==> config.mk <==
export PLATFORM = sky130hd
export DESIGN_NAME = playfair_digram_cipher
export DESIGN_NICKNAME = d
export VERILOG_FILES = /design/src/rtl/core/pfc_pkg.sv /design/src/rtl/core/pfc_front.sv /design/src/rtl/core/pfc_queue.sv /design/src/rtl/core/pfc_back.sv /design/src/rtl/core/playfair_digram_cipher.sv
export SDC_FILE = /design/constraint.sdc
export NUM_CORES = 1
export LEC_CHECK = 0
export ABC_CLOCK_PERIOD_IN_PS = 7620
export BUFFER_PORTS_ARGS = -buffer_cell sky130_fd_sc_hd__buf_2
export CORE_AREA = 4 4 198 200
export CTS_CLUSTER_SIZE = 20
export DETAILED_ROUTE_END_ITERATION = 8
export DIE_AREA = 0 0 202 204
export SLEW_MARGIN = 20
export SYNTH_ARGS = -nofsm -noshare
export SYNTH_HDL_FRONTEND = slang
export SYNTH_SLANG_ARGS = --single-unit
==> constraint.sdc <==
create_clock -name clk -period 7.62 [get_ports clk]
set_input_delay 0.762 -clock clk [delete_from_list [all_inputs] [get_ports clk]]
set_output_delay 0.762 -clock clk [all_outputs]
set_load 0.01 [all_outputs]
==> src/rtl/core/pfc_pkg.sv <==
// Shared types, constants and lookup functions for the Playfair digram cipher.
`default_nettype none
package pfc_pkg;

	localparam int SQUARE_SIDE = 5;
	localparam int CODE_W      = 5;
	localparam int ROW_W       = SQUARE_SIDE * CODE_W;
	localparam int IDX_W       = 3;
	localparam int CFG_IDX_W   = 3;
	localparam int QUEUE_DEPTH = 2;
	localparam int QPTR_W      = 1;
	localparam int QCNT_W      = 2;

	localparam logic [CODE_W-1:0] LETTER_X   = 5'd23;
	localparam logic [CODE_W-1:0] LETTER_MAX = 5'd25;

	localparam logic [CFG_IDX_W-1:0] CFG_MODE_IDX = 3'd5;
	localparam logic                 MODE_DECRYPT = 1'b1;

	typedef logic [SQUARE_SIDE-1:0][ROW_W-1:0] square_t;
	typedef logic [CODE_W-1:0]                 code_t;
	typedef logic [IDX_W-1:0]                  idx_t;

	typedef struct packed {
		idx_t row;
		idx_t col;
	} pos_t;

	typedef struct packed {
		logic found;
		pos_t pos;
	} loc_t;

	// One classified digram waiting for substitution.
	typedef struct packed {
		logic err;
		pos_t a;
		pos_t b;
	} entry_t;

	// Last matching cell in row-major order wins; codes above z never match.
	function automatic loc_t locate(square_t sq, code_t letter);
		loc_t res;
		res = '0;
		for (int r = 0; r < SQUARE_SIDE; r++) begin
			for (int c = 0; c < SQUARE_SIDE; c++) begin
				if (letter <= LETTER_MAX && sq[r][c*CODE_W +: CODE_W] == letter) begin
					res.found   = 1'b1;
					res.pos.row = IDX_W'(r);
					res.pos.col = IDX_W'(c);
				end
			end
		end
		return res;
	endfunction

	function automatic code_t cell_code(square_t sq, idx_t row, idx_t col);
		return sq[row][col*CODE_W +: CODE_W];
	endfunction

	// Step one place forward (encrypt) or back (decrypt) with wrap.
	function automatic idx_t shift_idx(idx_t idx, logic decrypt);
		idx_t res;
		if (decrypt) begin
			res = (idx == '0) ? IDX_W'(SQUARE_SIDE - 1) : idx - IDX_W'(1);
		end else begin
			res = (idx == IDX_W'(SQUARE_SIDE - 1)) ? '0 : idx + IDX_W'(1);
		end
		return res;
	endfunction

endpackage
`default_nettype wire

==> src/rtl/core/pfc_front.sv <==
// Front end: accepts a digram, applies the equal-letter rule and locates both letters.
`default_nettype none
module pfc_front (
	input  wire                   clk,
	input  wire                   arst_n,
	input  wire                   start,
	input  wire pfc_pkg::code_t   first_letter,
	input  wire pfc_pkg::code_t   second_letter,
	input  wire pfc_pkg::square_t square,
	input  wire                   queue_full,
	output logic                  busy,
	output logic                  push,
	output pfc_pkg::entry_t       push_entry
);

	logic            valid_s1;
	pfc_pkg::entry_t entry_s1;
	pfc_pkg::code_t  second_fix;
	pfc_pkg::loc_t   loc_a;
	pfc_pkg::loc_t   loc_b;
	pfc_pkg::entry_t entry_d;
	logic            take;

	assign push = valid_s1 && !queue_full;
	// Hold the stage while its transaction cannot move into the queue.
	assign busy = valid_s1 && queue_full;
	assign take = start && !busy;
	assign push_entry = entry_s1;

	always_comb begin
		second_fix    = (first_letter == second_letter) ? pfc_pkg::LETTER_X : second_letter;
		loc_a         = pfc_pkg::locate(square, first_letter);
		loc_b         = pfc_pkg::locate(square, second_fix);
		entry_d.err   = (first_letter == second_fix) || !loc_a.found || !loc_b.found;
		entry_d.a     = loc_a.pos;
		entry_d.b     = loc_b.pos;
	end

	always_ff @(posedge clk or negedge arst_n) begin
		if (!arst_n) begin
			valid_s1 <= 1'b0;
		end else if (take) begin
			valid_s1 <= 1'b1;
		end else if (push) begin
			valid_s1 <= 1'b0;
		end
	end

	always_ff @(posedge clk) begin
		if (take) begin
			entry_s1 <= entry_d;
		end
	end

endmodule
`default_nettype wire

==> src/rtl/core/pfc_queue.sv <==
// Short queue of classified digrams between front and back end.
`default_nettype none
module pfc_queue (
	input  wire                   clk,
	input  wire                   arst_n,
	input  wire                   push,
	input  wire pfc_pkg::entry_t  push_entry,
	input  wire                   pop,
	output logic                  full,
	output logic                  empty,
	output pfc_pkg::entry_t       head
);

	pfc_pkg::entry_t                    slots_q [pfc_pkg::QUEUE_DEPTH];
	logic [pfc_pkg::QPTR_W-1:0]         wptr_q;
	logic [pfc_pkg::QPTR_W-1:0]         rptr_q;
	logic [pfc_pkg::QCNT_W-1:0]         count_q;
	logic                               do_pop;

	assign full   = (count_q == pfc_pkg::QCNT_W'(pfc_pkg::QUEUE_DEPTH));
	assign empty  = (count_q == '0);
	assign head   = slots_q[rptr_q];
	assign do_pop = pop && !empty;

	always_ff @(posedge clk or negedge arst_n) begin
		if (!arst_n) begin
			wptr_q  <= '0;
			rptr_q  <= '0;
			count_q <= '0;
		end else begin
			if (push) begin
				wptr_q <= wptr_q + pfc_pkg::QPTR_W'(1);
			end
			if (do_pop) begin
				rptr_q <= rptr_q + pfc_pkg::QPTR_W'(1);
			end
			if (push && !do_pop) begin
				count_q <= count_q + pfc_pkg::QCNT_W'(1);
			end else if (do_pop && !push) begin
				count_q <= count_q - pfc_pkg::QCNT_W'(1);
			end
		end
	end

	always_ff @(posedge clk) begin
		if (push) begin
			slots_q[wptr_q] <= push_entry;
		end
	end

endmodule
`default_nettype wire

==> src/rtl/core/pfc_back.sv <==
// Back end: applies the row, column or rectangle rule, or gives zeros for an error entry, and registers the result.
`default_nettype none
module pfc_back (
	input  wire                   clk,
	input  wire                   arst_n,
	input  wire                   valid,
	input  wire pfc_pkg::entry_t  entry,
	input  wire pfc_pkg::square_t square,
	input  wire                   direction_mode,
	output logic                  done,
	output pfc_pkg::code_t        out_first,
	output pfc_pkg::code_t        out_second,
	output logic                  lookup_error
);

	pfc_pkg::code_t first_d;
	pfc_pkg::code_t second_d;
	logic           dec;

	assign dec = (direction_mode == pfc_pkg::MODE_DECRYPT);

	always_comb begin
		if (entry.err) begin
			first_d  = '0;
			second_d = '0;
		end else if (entry.a.row == entry.b.row) begin
			first_d  = pfc_pkg::cell_code(square, entry.a.row,
				pfc_pkg::shift_idx(entry.a.col, dec));
			second_d = pfc_pkg::cell_code(square, entry.b.row,
				pfc_pkg::shift_idx(entry.b.col, dec));
		end else if (entry.a.col == entry.b.col) begin
			first_d  = pfc_pkg::cell_code(square,
				pfc_pkg::shift_idx(entry.a.row, dec), entry.a.col);
			second_d = pfc_pkg::cell_code(square,
				pfc_pkg::shift_idx(entry.b.row, dec), entry.b.col);
		end else begin
			// Swap columns, keep rows.
			first_d  = pfc_pkg::cell_code(square, entry.a.row, entry.b.col);
			second_d = pfc_pkg::cell_code(square, entry.b.row, entry.a.col);
		end
	end

	always_ff @(posedge clk or negedge arst_n) begin
		if (!arst_n) begin
			done         <= 1'b0;
			lookup_error <= 1'b0;
		end else begin
			done <= valid;
			if (valid) begin
				lookup_error <= entry.err;
			end
		end
	end

	always_ff @(posedge clk) begin
		if (valid) begin
			out_first  <= first_d;
			out_second <= second_d;
		end
	end

endmodule
`default_nettype wire

==> src/rtl/core/playfair_digram_cipher.sv <==
// Top level of the Playfair digram cipher: configuration registers and front/queue/back.
//
//  channel  | handshake           | payload
//  ---------+---------------------+-----------------------------------------------
//  input    | start, busy         | first_letter, second_letter
//  result   | done (one cycle)    | out_first, out_second, lookup_error
//  config   | cfg_we              | cfg_index, cfg_data
//
// One digram per cycle while busy is low; a taken transaction passes through the
// locate stage, the queue and the substitution register before its result shows.
// The back end drains the queue every cycle, so busy stays low in steady use.
// Reset clears the key square and mode to zero and empties the pipeline.
// The receiver cannot stall: each result is shown for one cycle only.
`default_nettype none
module playfair_digram_cipher (
	input  wire                                  clk,
	input  wire                                  arst_n,
	input  wire                                  start,
	output logic                                 busy,
	input  wire  [pfc_pkg::CODE_W-1:0]           first_letter,
	input  wire  [pfc_pkg::CODE_W-1:0]           second_letter,
	input  wire                                  cfg_we,
	input  wire  [pfc_pkg::CFG_IDX_W-1:0]        cfg_index,
	input  wire  [pfc_pkg::ROW_W-1:0]            cfg_data,
	output logic                                 done,
	output logic [pfc_pkg::CODE_W-1:0]           out_first,
	output logic [pfc_pkg::CODE_W-1:0]           out_second,
	output logic                                 lookup_error
);

	pfc_pkg::square_t square_q;
	logic             direction_mode_q;
	logic             queue_full;
	logic             queue_empty;
	logic             push;
	pfc_pkg::entry_t  push_entry;
	pfc_pkg::entry_t  head;

	always_ff @(posedge clk or negedge arst_n) begin
		if (!arst_n) begin
			square_q         <= '0;
			direction_mode_q <= 1'b0;
		end else if (cfg_we) begin
			if (cfg_index < pfc_pkg::CFG_IDX_W'(pfc_pkg::SQUARE_SIDE)) begin
				square_q[cfg_index] <= cfg_data;
			end else if (cfg_index == pfc_pkg::CFG_MODE_IDX) begin
				direction_mode_q <= cfg_data[0];
			end
		end
	end

	pfc_front u_front (
		.clk          (clk),
		.arst_n       (arst_n),
		.start        (start),
		.first_letter (first_letter),
		.second_letter(second_letter),
		.square       (square_q),
		.queue_full   (queue_full),
		.busy         (busy),
		.push         (push),
		.push_entry   (push_entry)
	);

	pfc_queue u_queue (
		.clk       (clk),
		.arst_n    (arst_n),
		.push      (push),
		.push_entry(push_entry),
		.pop       (!queue_empty),
		.full      (queue_full),
		.empty     (queue_empty),
		.head      (head)
	);

	pfc_back u_back (
		.clk           (clk),
		.arst_n        (arst_n),
		.valid         (!queue_empty),
		.entry         (head),
		.square        (square_q),
		.direction_mode(direction_mode_q),
		.done          (done),
		.out_first     (out_first),
		.out_second    (out_second),
		.lookup_error  (lookup_error)
	);

endmodule
`default_nettype wire

---- Yosys cells after proc, flatten, opt, wreduce, memory -nomap -nowiden ----
Memories as Yosys holds them, arrays and structs flattened.
Index checks and enable logic that the tools add are counted.
word-level totals
  latch bits .............................. 0
  memories kept ........................... 1
  register bits after elaboration ......... 156
  memory bits (read-only) ................. 0
  output and inout bits ................... 13
  input bits .............................. 42
  word-level logic and storage cells ...... 281
  memory bits (writable) .................. 26
operators by class
  muxes and demuxes ....................... 94
  shift operators ......................... 6
  add/subtract/negate cells ............... 12
  equality and inequality tests ........... 60
  divide/modulo/power cells ............... 0
  $lt $le $gt $ge ......................... 9
  reductions and logical operators ........ 75
  $mul .................................... 4
  bitwise operators ....................... 1
memory list
  name             words  bits a word  read ports  clocked after memory_dff  write ports  line             RTL
  u_queue.slots_q  2      13           1           0                         1            pfc_queue.sv:14  pfc_pkg::entry_t slots_q [pfc_pkg::QUEUE_DEPTH];
operators with widths
  kind                                                               count
  2-to-1 mux 7 bit                                                   50
  binary-select mux 25 bit (select 3 bit)                            4
  == test 5 bit                                                      52
  indexed part select 25 x 7 -> 5 bit                                6
  bitwise mux 125 bit                                                1
  2-to-1 mux 25 bit                                                  5
  demux 25 bit (select 3 bit)                                        1
  2-to-1 mux 3 bit                                                   22
  logical AND 1 bit                                                  56
  2-to-1 mux 5 bit                                                   5
  multiplier 3 x 3 -> 6 bit, second input constant                   4
  less-than comparator 3 x 4 -> 1 bit, second input constant         5
  == test 3 bit, second input constant                               5
  adder 3 x 1 -> 3 bit, second input constant                        4
  zero test 3 bit                                                    4
  subtractor 3 x 1 -> 3 bit, second input constant                   4
  <= comparator 5 bit, second input constant                         2
  OR reduction 5 bit                                                 2
  == test 3 bit                                                      2
  zero test 1 bit                                                    6
  2-to-1 mux 1 bit                                                   4
  2-to-1 mux 2 bit                                                   2
  nonzero test 2 bit                                                 2
  greater-or-equal comparator 3 x 1 -> 1 bit, second input constant  1
  10 further kinds                                                   12

---- Depth between registers and ports, before layout ----
Gate-level depths: netlist of run 1.
  depth after elaboration ................. 31
  depth in mapped cells ................... 18
  gate-level depth less buffers ........... 11

---- By module ----
A second synthesis of run 1 with hierarchy kept.
unflattened totals
  cell total of the unflattened synthesis .. 2,103
  area total of the unflattened synthesis .. 18,709.2 sq um
by module, submodules not included
  module                  area each (sq um)  cells an instance  times used
  pfc_back                6,807.8            963                1
  pfc_front               5,768.0            812                1
  playfair_digram_cipher  5,007.3            272                1
  pfc_queue               1,126.1            56                 1

---- Worst setup path after synthesis of run 1 ----
No wires, ideal clock.
  path kind ............................... register -> register
  start point ............................. register u_queue.rptr_q
  end point ............................... register u_back.out_first[1], data pin
  cell stages (with the launch flop) ...... 18
  arrival ................................. 3,869 ps
  buffers on the path ..................... 6
  required time ........................... 7,365 ps
  setup slack ............................. 3,495 ps
  path through ............................ dfrtp_1 > buf_6 > buf_6 > mux2i_2 > clkinv_1 > buf_4 > buf_4 > ha_1 > nor2_1 > a21oi_1 > mux2_2 > buf_6 > buf_6 > mux4_2 > a221oi_1 > nor2_1 > a221o_1 > a31o_1
between the ends
  cells in the longest elaborated chain, start to end .. 12
RTL lines
  element                                                                             line             RTL
  start: declaration                                                                  pfc_queue.sv:16  logic [pfc_pkg::QPTR_W-1:0] rptr_q;
  start signal: assignment                                                            pfc_queue.sv:35  rptr_q <= rptr_q + pfc_pkg::QPTR_W'(1);
  memory read (2 x 13 bit) (*)                                                        --
  parallel branches: the longest is 11 deep, another holds multiplier 3 x 3 -> 6 bit  --
  end signal: assignment                                                              pfc_back.sv:57   out_first <= first_d;
  end: declaration                                                                    pfc_back.sv:11   output pfc_pkg::code_t out_first,
Every way passes the cells marked *. The select of a mux whose other input is x is not followed.
A chain may end at the register's enable or synchronous reset.

---- Worst setup path after layout of run 1 ----
  start point ............................. input port first_letter[0] (netlist bit)
  end point ............................... register u_front.entry_s1, in the netlist u_front.push_entry[0], data pin
between the ends
  cells in the longest elaborated chain, start to end .. 27
RTL lines
  element                                               line                          RTL
  start: declaration                                    playfair_digram_cipher.sv:20  input wire [pfc_pkg::CODE_W-1:0] first_letter,
  == test 5 bit (*)                                     pfc_front.sv:31               second_fix = (first_letter == second_letter) ? pfc_pkg::LETTER_X : second_letter;
  2-to-1 mux 5 bit (*)                                  pfc_front.sv:31
  <= comparator 5 bit or == test 5 bit (tied branches)  pfc_pkg.sv:47                 if (letter <= LETTER_MAX && sq[r][c*CODE_W +: CODE_W] == letter) begin
  logical AND 1 bit                                     pfc_pkg.sv:47
  2-to-1 mux 7 bit (23 in a row)                        pfc_pkg.sv:47
  end signal: assignment                                pfc_front.sv:51               entry_s1 <= entry_d;
  end: declaration                                      pfc_front.sv:17               pfc_pkg::entry_t entry_s1;
Mark *: on every way between the ends. The rest lies on a longest branch, timed or not.

==> results of run 1 <==
-- power by group through the flow --
stage          Combinational, W  Clock, W  Sequential [W]
4_1_cts                 0.00441  0.000901         0.00197
2_1_floorplan           0.00363         0         0.00149
6_report                0.00450  0.000887         0.00203
5_1_grt                 0.00482  0.000946         0.00202
3_5_place_dp            0.00440         0         0.00199
3_3_place_gp            0.00437         0         0.00198
-- routing by layer --
metal | global-route usage [%] | vias to the layer above
met2 | 48.9 | 1124
met5 | 0 | -
li1 | - | 6300
met4 | 16.1 | 0
met3 | 8.00 | 231
met1 | 42.8 | 7323
-- critical path: cells and delay by family --
family | cells | cell delay, ns
and+or+nand+nor | 1 | 1.02
buffers and inverters | 1 | 0.68
xor gates and xnor gates | 2 | 0.47
AOI/OAI and AO/OA | 6 | 2.22
-- registers in the layout, indices dropped and copies added (netlist names) --
register             cells
square_q               125
u_front.push_entry      13
u_back.out_first         5
direction_mode_q         1
u_front.valid_s1         1
u_queue.slots_q         26
u_back.out_second        5
u_queue.rptr_q           1
u_queue.count_q          2
u_queue.wptr_q           1
u_back.lookup_error      1
u_back.done              1
-- through the flow --
| stage | hold slack, ns | worst slack (ns) | util (%) | power [W] |
|---|---|---|---|---|
| finish | 0.330 | 2.79 | 47.2 | 0.00742 |
| global route | 0.380 | 2.54 | 47.1 | 0.00779 |
| CTS | 0.357 | 2.86 | 47.1 | 0.00728 |
| detailed placement | 0.429 | 2.49 | 45.6 | 0.00639 |
| global placement | 0.425 | 2.53 | 45.6 | 0.00635 |
| floorplan | 0.421 | 3.50 | - | 0.00512 |
-- area by class of cell --
cell class	count	area, um^2	area share [%]
antenna	1	2.50	0.0142
sequential	182	4800	27.2
clock inverter	11	116	0.660
multi-input combinational	1275	10900	61.8
clock buffer	21	460	2.61
inverter	51	191	1.09
timing repair buffer	87	524	2.97
tap	511	639	3.63
-- synth_stat cells (12+ instances only) --
| cell type | count |
|---|---|
| dfrtp_1 | 133 |
| xnor2_1 | 119 |
| mux2_2 | 110 |
| nand2_1 | 108 |
| clkbuf_1 | 104 |
| mux4_2 | 100 |
| nor2_1 | 77 |
| xor2_1 | 72 |
| a22oi_1 | 67 |
| o21ai_0 | 66 |
| nand3_1 | 58 |
| a21oi_1 | 50 |
| edfxtp_1 | 49 |
| inv_1 | 46 |
| a221oi_1 | 40 |
| buf_1 | 39 |
| buf_2 | 33 |
| nor2b_1 | 28 |
| nand4_1 | 27 |
| nor3_1 | 27 |
| o22ai_1 | 26 |
| a211oi_1 | 25 |
| mux2i_1 | 24 |
| nor4_1 | 24 |
| ha_1 | 17 |
| nand2b_1 | 15 |
| o2111ai_1 | 15 |
| a31oi_1 | 12 |
| o211ai_1 | 12 |
-- logic make-up after synthesis --
| kind of cell | after synthesis | share of synthesized area [%] |
|---|---|---|
| xor gates and xnor gates | 195 | 10.4 |
| buffers and inverters | 245 | 6.35 |
| muxes | 240 | 23.1 |
| DFF | 182 | 28.8 |
| AOI/OAI and AO/OA | 403 | 17.3 |
| and+or+nand+nor | 420 | 12.8 |
| adders and majority gates | 17 | 1.27 |
-- how the worst max path moves through the flow --
stage	start	to	depth (start not counted)
final	first_letter[0]	u_front.push_entry[0]$_SDFFCE_PP0P_	10
after global routing	u_queue.rptr_q$_DFFE_PN0N_	u_back.out_second[2]$_SDFFCE_PP0N_	13
after CTS	u_queue.rptr_q$_DFFE_PN0N_	u_back.out_second[1]$_SDFFCE_PP0N_	14
after detailed placement	first_letter[0]	u_front.push_entry[0]$_SDFFCE_PP0P_	10
after global placement	first_letter[0]	u_front.push_entry[0]$_SDFFCE_PP0P_	10
after floorplan	u_queue.rptr_q$_DFFE_PN0N_	u_back.out_first[1]$_SDFFCE_PP0N_	17
==> metrics, run 1 <==
outcome=finished, final reports clean; Max stage delay on crit path=1.02 ns; net load switching power=0.00362 W; Final setup viols=0; layout cells sized above 1=between 20 and 25%; Arrival @ worst endpoint=between 5 and 6 ns; clock share of power=12.0%; io pins=55; TritonCTS Buffers=17; Peak VDD IR=244 uV; Max-slew headroom=19.9%; RSZ-0062 raised after global routing=false; Top FF cell, synth=dfrtp_1; largest net degree at the start of global routing=75; FP Rows=71; first-pass GRT wire length=97900 um; syn nets=roughly 1800; critical-path cell list=buf_2 -> xnor2_2 -> and4_1 -> a21oi_2 -> xnor2_1 -> a2111oi_1 -> a211oi_1 -> o32ai_1 -> a21bo_1 -> a211o_1; # fillers=3536; Wirelength per Cell=31.4 um; Seq/Total Area, Yosys=between 20% and 30%; synth top area cells=dfrtp_1, mux4_2, edfxtp_1; met1 WL=25600 um; Layout Skew=roughly 0.016 ns; most frequent cells in the layout=dfrtp_1, xnor2_1, mux2_2, nand2_1, mux4_2; remaining antenna violation count after routing=0; setup TNS=0 ns; switching share of power=48.8%; placed cell areas=about 17000 um^2; Synth area leader=dfrtp_1; final RePlAce weighted congestion=0.980; Layout Cells excl Fill=around 2100; Yosys reg bits=182; via count=15000; residual DRC count=0; capture point of the worst reg-to-reg path=u_back.out_second[1]$_SDFFCE_PP0N_; die area=41200 um^2; Total Routing Usage GR=32.1%; Final Critical Period=slightly below 5 ns; power density over the cells=about 420 nW/um^2; Cells after Synth=1702; Crit Path Max Fanout=27; count of cell types in the netlist=84; Total Wirelength=67200 um; Flop pwr share=27.3%; Worst R2R Path Depth=13; Root Driver=clkbuf_16; Internal=between 0.003 and 0.004 W; Via density=7.00; post-route cell area=17600 um^2; Port Buffers=54; CTS clock-pin slew for the worst setup and hold paths=0.07 ns; Final nets=1673; Worst Tran Pin Value=1.17 ns; DIE HEIGHT=204 um; CTS tree=built; total setup buffers inserted after CTS=0; Crit. End Element=flip-flop; fin. max-slew vios=0; worst r2r src=u_queue.rptr_q$_DFFE_PN0N_; H-tree depth=4; Final Cycle Share=a little under two thirds; commonest non-fill, non-tap cell in the layout=dfrtp_1; EDFF count, synth=49; Initial Util=44.6%; DR top layer=met4; logic gate share of total power=60.7%; CP required=roughly 8.0 ns; post_cts resized=0; Synth Cell Area=16700 um^2; CORE AREA=~37000 um^2; initial DRC count=2152; dpl hpwl=47700 um; grt ovf=0; Worst Setup Start Kind=primary input; Leak Pwr=6.47 nW; initial antenna violation count=1; setup slack, reg-to-reg=2.98 ns; vias in the first global route=roughly 14000; CP max-delay cell=and4_1; Sink Count=182; post-synth top area share=roughly 20%; Fin. Hold Viols=0; warning count from the yosys run=0; Horiz. Die Dim=slightly above 200 um; syn avg cell area=9.81 um^2; clk buf depth=2; Max Fclk=207 MHz; Placed Instances=2106; fraction of registers with async set/reset=73.1%; drt first pass iters=9; Hold Buf Count CTS=0; worst skew pair latency=around 0.46 ns; DR WL met2=roughly 30000 um; kind of critical path=primary input to flip-flop; worst min path class=primary input to async pin; met3 WL=8440 um; P&R area growth vs syn=5.67%; max-cap viol count=0
Note: power is estimated with default switching activity, not from simulation.
==> run 2, diff against run 1 <==
- ABC_CLOCK_PERIOD_IN_PS: 7620 -> 4500
- clock period: 7.62 -> 4.5 ns (I/O delays scaled with it)
==> metrics, run 2 (same netlist as run 1, synthesis figures left out) <==
outcome=finished, final reports clean (unchanged); Wirelength per Cell=31.3 um (was 31.4 um); Flop pwr share=26.8% (was 27.3%); fin. max-slew vios=0 (unchanged); Worst Setup Start Kind=flip-flop (was primary input); Max-slew headroom=27.7% (was 19.9%); die area=41200 um^2 (unchanged); H-tree depth=4 (unchanged); layout cells sized above 1=24.3% (was 22.7%); Top reg by flops=square_q (unchanged); setup TNS=0 ns (unchanged); logic gate share of total power=59.8% (was 60.7%); worst r2r src=u_queue.rptr_q$_DFFE_PN0N_ (unchanged); Initial Util=44.6% (unchanged); max reg flops=125 (unchanged); post_cts resized=0 (unchanged); TritonCTS Buffers=17 (unchanged); Peak VDD IR=386 uV (was 244 uV); net load switching power=0.00615 W (was 0.00362 W); final setup margin=0.453 ns (was 2.79 ns); io pins=55 (unchanged); Via density=7.05 (was 7.00); Worst R2R Path Depth=10 (was 13); Final Cycle Share=89.9%; Crit. End Element=flip-flop (unchanged); Final nets=1707 (was 1673); initial DRC count=2191 (was 2152); CP required=4.72 ns (was 7.95 ns); Internal=0.00673 W (was 0.00380 W); switching share of power=47.7% (was 48.8%); Hold Buf Count CTS=0 (unchanged); CTS clock-pin slew for the worst setup and hold paths=0.08 ns (was 0.07 ns); total setup buffers inserted after CTS=0 (unchanged); Fin. Hold Viols=0 (unchanged); remaining antenna violation count after routing=0 (unchanged); kind of critical path=flip-flop to flip-flop (was primary input to flip-flop); Layout Skew=0.0156 ns (was 0.0158 ns); Leak Pwr=6.68 nW (was 6.47 nW); FP Rows=71 (unchanged); Port Buffers=54 (unchanged); commonest non-fill, non-tap cell in the layout=dfrtp_1 (unchanged); first-pass GRT wire length=101000 um (was 97900 um); Arrival @ worst endpoint=4.27 ns (was 5.16 ns); CORE AREA=37400 um^2 (unchanged); CP bufs+invs=0 (was 1); Max stage delay on crit path=0.61 ns (was 1.02 ns); power density over the cells=716 nW/um^2 (was 421 nW/um^2); worst skew pair latency=0.46 ns (about the same); most used cell, CP=nor2_1; Placement Setup Slack=0.439 ns (was 2.49 ns); P&R area growth vs syn=7.74% (was 5.67%); largest net degree at the start of global routing=100 (was 75); drt first pass iters=6 (was 9); Total Routing Usage GR=32.6% (was 32.1%); ant diodes=0 (was 1); Sink Count=182 (unchanged); Horiz. Die Dim=202 um (unchanged); via count=15300 (was 15000); max-cap viol count=0 (unchanged); vias in the first global route=14800 (was 14200); Worst Tran Pin Value=1.06 ns (was 1.17 ns); Total Wirelength=67900 um (was 67200 um); critical-path cell list=mux2i_4 -> ha_1 -> nor2_1 -> a21oi_1 -> mux2_2 -> mux4_2 -> a221oi_1 -> nor2_1 -> a221o_1 -> a31o_1 (was buf_2 -> xnor2_2 -> and4_1 -> a21oi_2 -> xnor2_1 -> a2111oi_1 -> a211oi_1 -> o32ai_1 -> a21bo_1 -> a211o_1); Root Driver=clkbuf_16 (unchanged); DIE HEIGHT=204 um (unchanged); RSZ-0062 raised after global routing=false (unchanged); CP startpoint=u_queue.rptr_q$_DFFE_PN0N_ (was first_letter[0]); dpl hpwl=49100 um (was 47700 um); grt ovf=0 (unchanged); worst min path class=primary input to async pin (unchanged); Final setup viols=0 (unchanged); setup slack, reg-to-reg=0.45 ns (was 2.98 ns); clk buf depth=2 (unchanged); capture point of the worst reg-to-reg path=u_back.out_first[1]$_SDFFCE_PP0N_ (was u_back.out_second[1]$_SDFFCE_PP0N_); CP max-delay cell=dfrtp_1 (was and4_1); Crit Path Max Fanout=11 (was 27); Max Fclk=247 MHz; Final Critical Period=4.05 ns; most frequent cells in the layout=dfrtp_1, xnor2_1, mux2_2, nand2_1, mux4_2 (unchanged); clock share of power=13.3% (was 12.0%); final RePlAce weighted congestion=1.04 (was 0.980); CP delay by family, top=multiplexers (was compound AO/OA/AOI/OAI gates); CTS tree=built (unchanged); initial antenna violation count=0 (was 1); residual DRC count=0 (unchanged)
## run 2: cell type report
| class | count | area (um^2) |
|---|---|---|
| clock buffers | 17 | 425 |
| inverters | 51 | 191 |
| flip-flops and latches | 182 | 4800 |
| multi-input cells | 1275 | 10900 |
| clock inverters | 15 | 244 |
| fillers | 3484 | 19400 |
| well taps | 511 | 639 |
| repair buffers | 121 | 792 |
## run 2: metrics by stage
stage / utilization, % / cells / area (um^2) / total power [W] / hold WS [ns]
4_1_cts: 48.1 / 2172 / 18000 / 0.0127 / 0.124
5_1_grt: 48.1 / 2172 / 18000 / 0.0135 / 0.165
6_report: 48.1 / 2172 / 18000 / 0.0129 / 0.0745
3_3_place_gp: 46.3 / 2140 / 17300 / 0.0109 / 0.423
3_5_place_dp: 46.3 / 2140 / 17300 / 0.0110 / 0.431
2_1_floorplan: - / 1702 / 16700 / 0.00868 / 0.154
## run 2: metal layers
layer  up-vias  global-route usage (%)  routed length (um)
li1       6368                       -                   -
met1      7518                    43.1               25500
met2      1168                    50.2               29900
met3       248                    8.12                8400
met4         0                    16.1                4090
met5         -                       0                   0
## run 2: worst reg2reg max path, stage by stage (launching register included)
cell      delay [ns]
dfrtp_1         0.61
mux2i_4         0.50
ha_1            0.32
nor2_1          0.06
a21oi_1         0.12
mux2_2          0.42
mux4_2          0.57
a221oi_1        0.47
nor2_1          0.16
a221o_1         0.38
a31o_1          0.21
## run 2: power by group through the flow
stage | logic (W) | clock network [W] | registers, W
final | 0.00770 | 0.00172 | 0.00345
after global routing | 0.00828 | 0.00182 | 0.00343
after CTS | 0.00760 | 0.00174 | 0.00335
after detailed placement | 0.00758 | 0 | 0.00339
after global placement | 0.00748 | 0 | 0.00338
after floorplan | 0.00615 | 0 | 0.00253
## run 2: worst max-delay path by stage
stage | to | slack, ns | depth (start not counted)
after floorplan | u_back.out_first[1]$_SDFFCE_PP0N_ | 0.38 | 17
after global placement | u_back.out_first[1]$_SDFFCE_PP0N_ | 0.50 | 10
after detailed placement | u_back.out_second[1]$_SDFFCE_PP0N_ | 0.44 | 12
after CTS | u_back.out_second[1]$_SDFFCE_PP0N_ | 0.44 | 12
after global routing | u_back.out_second[1]$_SDFFCE_PP0N_ | 0.12 | 12
final | u_back.out_first[1]$_SDFFCE_PP0N_ | 0.45 | 10
